==> src/hdl/kmnc_pkg.sv <==
// Shared types and constants for the k-means nearest-centroid block.
// No dependencies; every module of the block imports this package.
`default_nettype none

package kmnc_pkg;

    localparam int MAX_CENTROIDS = 16;
    localparam int MAX_FEATURES  = 16;

    localparam int CIDX_W    = $clog2(MAX_CENTROIDS);
    localparam int FIDX_W    = $clog2(MAX_FEATURES);
    localparam int CNT_W     = 5;
    localparam int VALUE_W   = 16;
    localparam int ABS_W     = VALUE_W + 1;
    localparam int SQ_W      = 2 * ABS_W;
    localparam int PART_W    = 37;
    localparam int DIST_W    = 36;
    localparam int INERTIA_W = 48;
    localparam int STORE_AW  = CIDX_W + FIDX_W;
    localparam int ACTION_W  = 2;
    localparam int CFG_IDX_W = 1;
    localparam int S_TDATA_W = 24;
    localparam int M_TDATA_W = 88;

    typedef enum logic [ACTION_W-1:0] {
        ACT_WRITE = 2'd0,
        ACT_POINT = 2'd1,
        ACT_CLEAR = 2'd2
    } action_t;

    localparam logic [CFG_IDX_W-1:0] REG_ACTIVE_CENTROIDS = 1'b0;
    localparam logic [CFG_IDX_W-1:0] REG_ACTIVE_FEATURES  = 1'b1;

    // One centroid slot handed from the sequencer to the distance pipeline.
    typedef struct packed {
        logic              vld;
        logic [CIDX_W-1:0] cidx;
        logic              zero;   // first feature of a point: partial sums start at zero
        logic              first;  // first centroid of the pass
        logic              last;   // last active centroid of the pass
    } kmnc_issue_t;

    typedef struct packed {
        logic              done;
        logic [CIDX_W-1:0] label;
        logic [PART_W-1:0] best_sum;
    } kmnc_result_t;

endpackage

`default_nettype wire

==> src/hdl/kmnc_accum.sv <==
// Distance pipeline: read partial sum, square the difference, add, write back,
// and track the smallest sum of the pass. Depends on kmnc_pkg.
`default_nettype none

module kmnc_accum
    import kmnc_pkg::*;
(
    input  wire logic               aclk,
    input  wire logic               aresetn,
    input  wire kmnc_issue_t        issue,
    input  wire logic [VALUE_W-1:0] point_value,
    input  wire logic [VALUE_W-1:0] cent_data,
    output kmnc_result_t            result
);

    localparam logic [PART_W-1:0] PART_MAX = {PART_W{1'b1}};

    logic [PART_W-1:0]        part_mem [MAX_CENTROIDS];
    logic [MAX_CENTROIDS-1:0] part_valid_reg;

    kmnc_issue_t        s1_reg, s2_reg, s3_reg;
    logic [PART_W-1:0]  part1_reg, part2_reg, part3_reg;
    logic               part1_vld_reg;
    logic [ABS_W-1:0]   abs_reg;
    logic [SQ_W-1:0]    sq_reg;
    logic [CIDX_W-1:0]  best_label_reg;
    logic [PART_W-1:0]  best_dist_reg;
    logic               done_reg;

    logic signed [ABS_W-1:0] diff;
    logic [ABS_W-1:0]        abs_next;
    logic [PART_W:0]         sum_wide;
    logic [PART_W-1:0]       sum_next;

    always_comb begin
        diff     = $signed({point_value[VALUE_W-1], point_value})
                 - $signed({cent_data[VALUE_W-1], cent_data});
        abs_next = diff[ABS_W-1] ? ABS_W'(-diff) : ABS_W'(diff);
        sum_wide = {1'b0, part3_reg} + (PART_W+1)'(sq_reg);
        sum_next = sum_wide[PART_W] ? PART_MAX : sum_wide[PART_W-1:0];
    end

    // Partial sum store; a read and a write in one cycle always hit different rows.
    always_ff @(posedge aclk) begin
        if (issue.vld) begin
            part1_reg <= part_mem[issue.cidx];
        end
        if (s3_reg.vld) begin
            part_mem[s3_reg.cidx] <= sum_next;
        end
        part2_reg <= part1_vld_reg ? part1_reg : '0;
        abs_reg   <= abs_next;
        part3_reg <= part2_reg;
        sq_reg    <= SQ_W'(abs_reg * abs_reg);
        if (s3_reg.vld && (s3_reg.first || sum_next < best_dist_reg)) begin
            best_dist_reg  <= sum_next;
            best_label_reg <= s3_reg.cidx;
        end
    end

    always_ff @(posedge aclk) begin
        if (!aresetn) begin
            part_valid_reg <= '0;
            part1_vld_reg  <= 1'b0;
            s1_reg         <= '0;
            s2_reg         <= '0;
            s3_reg         <= '0;
            done_reg       <= 1'b0;
        end else begin
            // A new point forgets every partial sum, also of inactive rows.
            if (issue.vld && issue.zero && issue.first) begin
                part_valid_reg <= '0;
            end
            if (s3_reg.vld) begin
                part_valid_reg[s3_reg.cidx] <= 1'b1;
            end
            part1_vld_reg <= part_valid_reg[issue.cidx] && !issue.zero;
            s1_reg        <= issue;
            s2_reg        <= s1_reg;
            s3_reg        <= s2_reg;
            done_reg      <= s3_reg.vld && s3_reg.last;
        end
    end

    assign result.done     = done_reg;
    assign result.label    = best_label_reg;
    assign result.best_sum = best_dist_reg;

endmodule

`default_nettype wire

==> config.mk <==
export PLATFORM = sky130hd
export DESIGN_NAME = kmnc_accum
export DESIGN_NICKNAME = d
export VERILOG_FILES = /design/src/hdl/kmnc_pkg.sv /design/src/hdl/kmnc_accum.sv
export SDC_FILE = /design/constraint.sdc
export NUM_CORES = 1
export LEC_CHECK = 0
export CAP_MARGIN = 20
export CORE_UTILIZATION = 60
export CTS_CLUSTER_DIAMETER = 60
export DETAILED_ROUTE_END_ITERATION = 12
export DONT_BUFFER_PORTS = 1
export MAX_ROUTING_LAYER = met4
export PLACE_DENSITY_LB_ADDON = 0.08
export SLEW_MARGIN = 20
export SYNTH_ARGS = -nofsm -noshare
export SYNTH_HDL_FRONTEND = slang
export SYNTH_SLANG_ARGS = --single-unit
==> constraint.sdc <==
create_clock -name aclk -period 7.6 [get_ports aclk]
set_input_delay 0.76 -clock aclk [delete_from_list [all_inputs] [get_ports aclk]]
set_output_delay 0.76 -clock aclk [all_outputs]
set_load 0.02 [all_outputs]
-- Yosys cells after proc, flatten, opt, wreduce, memory -nomap -nowiden
Memory sizes are Yosys's and may differ from the RTL's. A register that Yosys moved wholly into a read port is not among the register bits.
Cells that the tools add are included.
- memory bits (writable): 592
- memories: 1
- register bits: 205
- bits in latches: 0
- word-level logic and storage cells: 51
- output and inout port bits: 42
- input port bits: 42
- ROM bits: 0
- reduce and logical (&&, ||, !) cells: 8
- shifts and indexed selects: 0
- div/mod/pow operators: 0
- equal/unequal tests: 0
- $lt $le $gt $ge: 4
- add/subtract/negate cells: 3
- multiplexer cells: 11
- $mul: 1
- bitwise logic cells: 1
- memory list (memory ; words ; bits a word ; read ports ; clocked after Yosys merged registers in ; write ports ; RTL line ; source):
    part_mem ; 16 ; 37 ; 1 ; 1 ; 1 ; kmnc_accum.sv:18 ; logic [PART_W-1:0] part_mem [MAX_CENTROIDS];
- operators by type and width (cell ; number):
    two-way mux 16 bit ; 4
    adder 37 x 34 -> 38 bit ; 1
    < comparator 37 bit ; 1
    two-way mux 37 bit ; 1
    multiplier 17 x 17 -> 34 bit ; 1
    negator 17 bit ; 1
    subtractor 16 x 16 -> 17 bit ; 1
    bitwise OR 16 bit ; 1
    < comparator 4 x 5 -> 1 bit (second input constant) ; 2
    logical AND 1 bit ; 6
    binary-select mux 1 bit (select 4 bit) ; 1
    demux 1 bit (select 4 bit) ; 1
    greater-or-equal comparator 4 x 1 -> 1 bit (second input constant) ; 1
    two-way mux 1 bit ; 4
    zero test 1 bit ; 1
    logical OR 1 bit ; 1

-- Logic depth before layout (Yosys ltp)
- depth in word-level cells: 6
- mapped depth: 24
- mapped depth without buffers: 23

-- Least setup slack after synthesis
Ideal clock, no wire load.
- path type: register to register
- from: register abs_reg[2]
- to: register sq_reg[33]
- setup slack: 1.686 ns
- period minus slack after synthesis: 5.914 ns
- data required time: 7.478 ns
- library setup time: 0.122 ns
- buffers on the path: 1
- cell stages (with the launch flop): 23
- arrival time: 5.791 ns
- cells stage by stage: dfxtp_1 > clkbuf_1 > nand2_1 > inv_1 > fa_1 > inv_1 > fa_1 > fa_1 > inv_1 > fa_1 > fa_1 > inv_1 > fa_1 > inv_1 > ha_1 > or2_2 > a21oi_1 > nor3_1 > o41ai_1 > a21oi_1 > nor3_1 > a22oi_1 > xnor2_1
- longest elaborated chain between the ends: 1
- ends and longest elaborated chain (item ; RTL line ; source):
    from (decl) ; kmnc_accum.sv:24 ; logic [ABS_W-1:0] abs_reg;
    from (signal assigned) ; kmnc_accum.sv:52 ; abs_reg <= abs_next;
    multiplier 17 x 17 -> 34 bit ; kmnc_accum.sv:54 ; sq_reg <= SQ_W'(abs_reg * abs_reg);
    to (signal assigned) ; kmnc_accum.sv:54 ;
    to (decl) ; kmnc_accum.sv:25 ; logic [SQ_W-1:0] sq_reg;
Every way passes these cells.
A chain may end at the register's enable or synchronous reset.

-- Final worst setup path
Same ends and word-level chain as after synthesis.

==> metrics.txt <==
run status=finished clean; Mean Syn Cell Area=15.12 µm²; Placer Congestion=0.9088; Seq/Total Area, Yosys=57.42%; Critical Path End Type=flip-flop; max FFs per register=592; Worst R2R Setup Slack=740 ps; CP max-delay cell=dfxtp_1; Clk Latency, worst-skew pair=630 ps; final wirelength=90990 µm; DR vias/cell=6.067; hold-fix buffers at CTS=0; max cap viols=0; slew at the pin with the worst max-slew slack=955.7 ps; die area=0.06892 mm²; CP delay by family, top=adder cells; Vias=22300; IO Pins=84; critical path's largest stage delay=770 ps; Num CTS Buffers=87; Post-synth ARST share=0%; hold depth=0; crit path kind=flip-flop to flip-flop; # nets final=3159; DP Wirelength=54520 µm; dpl ws=890.1 ps; ANT cells=0; die width=262.5 µm; Most common cell on crit path=fa_1; Hold Startpoint=issue[7]; worst path buffer plus inverter count=5; drt drc=0; CP startpoint kind=flip-flop; global-route wire length before repair=141400 µm; Initial Utilization=60.64%; pin count of the biggest net entering global routing=154; synthesized flop and latch total=833; Syn Std Cell Area=0.04072 mm²; area grow syn2layout=9.992%; Tcrit/Tclk final=90.26%; worst-path fanout max=18; Synth Flop Type=edfxtp_1; worst flop-to-flop path endpoint=sq_reg[33]$_DFF_P_; crit-path cells=nand2_1, inv_1, fa_1, inv_1, fa_1, fa_1, inv_1, fa_1, fa_1, inv_1, fa_1, inv_1, ha_1, or2_2, a21oi_1, nor3_1, o41ai_1, a21oi_1, nor3_1, a22oi_1, xnor2_1; max-slew violation count=0; CP arrival=7360 ps; Biggest register=part_mem; Total GRT Usage=28.30%; r2r startpoint=abs_reg[2]$_DFF_P_; initial antenna violation count=2; Final min period=6859 ps; total negative slack=0 ps; number of fill cells in the layout=4634; WHS Endpoint=part1_reg[35]$_DFFE_PP_; Clock Sinks=833; drt pass-1 iters=5; Ys Warns=0; Netlist cell types=79; Post-synth EDFFs=670; Worst EP required=8100 ps; Clk pin slew, worst setup/hold paths=60 ps; multi-input logic area=0.01587 mm²; register area=0.02338 mm²; worst min path class=input pin to flip-flop; Worst Setup Slack, final=740.6 ps; Slew HR=35.02%; CTS tree=built; WL/cell=24.75 µm; htree depth=3; DIE HEIGHT=262.5 µm; # resized after CTS=0; total core area=0.06716 mm²; share of layout cells above drive strength 1=14.41%; RSZ-0062 raised after global routing=no; r2r worst-path depth=21; Setup Skew=20.97 ps; Net Count, Synth=3122; DRT iter0 DRCs=2052; vias in the first global route=23430; CTS Buffer Depth=3; # setup viols final=0; maximum clock rate=145.8 MHz; Fin. Hold Viols=0; I/O Buffers=0; Root Buffer=clkbuf_16; remaining antenna violation count=0; Synth Instances=2693; std cell rows=95; post-CTS setup buffers=0; GRT overflow=0
## metal layers
metal	GRT usage (%)	routed length, µm	up-vias
li1	-	-	9825
met1	39.14	37600	11490
met2	44.31	44270	834
met3	3.579	6612	154
met4	9.014	2514	0
met5	-	0	-
## worst max-delay path by stage
stage          slack, ps                from                 end  cells past startpoint
4_1_cts              860  abs_reg[2]$_DFF_P_  sq_reg[33]$_DFF_P_                     21
2_1_floorplan       1690  abs_reg[2]$_DFF_P_  sq_reg[33]$_DFF_P_                     22
3_5_place_dp         890  abs_reg[2]$_DFF_P_  sq_reg[33]$_DFF_P_                     21
5_1_grt              490  abs_reg[2]$_DFF_P_  sq_reg[33]$_DFF_P_                     21
6_report             740  abs_reg[2]$_DFF_P_  sq_reg[33]$_DFF_P_                     21
3_3_place_gp        1050  abs_reg[2]$_DFF_P_  sq_reg[33]$_DFF_P_                     21
## cell usage after synthesis (7+ instances only)
master,instances,area share [%]
nand2_1,147,1.4
nor3_1,27,0.33
a211oi_1,18,0.33
clkbuf_1,57,0.53
o21a_1,11,0.20
and2_1,115,1.8
nor2b_1,25,0.38
xnor2_1,53,1.1
mux4_2,190,11
a31oi_1,7,0.11
nand4_1,17,0.26
xor2_1,31,0.67
fa_1,192,9.4
ha_1,195,6.0
and3_1,16,0.25
a21o_1,37,0.68
edfxtp_1,670,49
o21bai_1,13,0.24
nand3_1,17,0.21
o21ai_1,16,0.20
nand2b_1,17,0.26
inv_1,350,3.2
nor2_1,61,0.56
o21ai_0,38,0.47
a21oi_1,85,1.0
buf_1,18,0.17
dfxtp_1,163,8.0
## metrics by stage
stage	std cells	utilization [%]	hold slack, ps	instance area [µm²]
floorplan	2693	-	309.6	40720
global placement	3514	62.30	311.6	41840
detailed placement	3514	62.31	313.5	41850
CTS	3676	66.65	223.4	44760
global route	3676	66.70	231.4	44790
finish	3676	66.70	242.3	44790
## area by class of cell
class                           instances  area share (%)
Multi-Input combinational cell       1431           35.43
Tap cell                              873           2.439
Timing Repair Buffer                   27          0.4805
Inverter                              350           2.933
Clock inverter                         44           1.084
Clock buffer                          118           5.425
Sequential cell                       833           52.21
## kinds of logic (layout without fill, tap and decap cells)
| logic type | count (synthesis) | in the layout | share of synthesized area [%] |
|---|---|---|---|
| DFF | 833 | 833 | 57.42 |
| and+or+nand+nor | 482 | 482 | 6.139 |
| muxes | 195 | 195 | 10.64 |
| AOI/OAI and AO/OA | 282 | 282 | 4.550 |
| adders and majority gates | 387 | 387 | 15.43 |
| buffers and inverters | 429 | 539 | 3.979 |
| xor gates and xnor gates | 85 | 85 | 1.847 |
## cells in the final DEF, fill, tap and decap left out, drive strengths merged, types with 5 or more instances in the layout
cell type / count
a211o: 5
a211oi: 19
a21boi: 5
a21o: 37
a21oi: 85
a31oi: 7
and2: 116
and3: 16
buf: 27
bufinv: 8
clkbuf: 118
clkinv: 25
dfxtp: 163
edfxtp: 670
fa: 192
ha: 195
inv: 358
mux4: 190
nand2: 147
nand2b: 17
nand3: 17
nand4: 17
nor2: 61
nor2b: 26
nor3: 28
o21a: 11
o21ai: 54
o21bai: 13
o31a: 6
o31ai: 7
or2: 8
or3: 6
xnor2: 54
xor2: 31
Power is not shown: default switching activity piles up to over one toggle a cycle in this logic, so the estimate is an artifact.
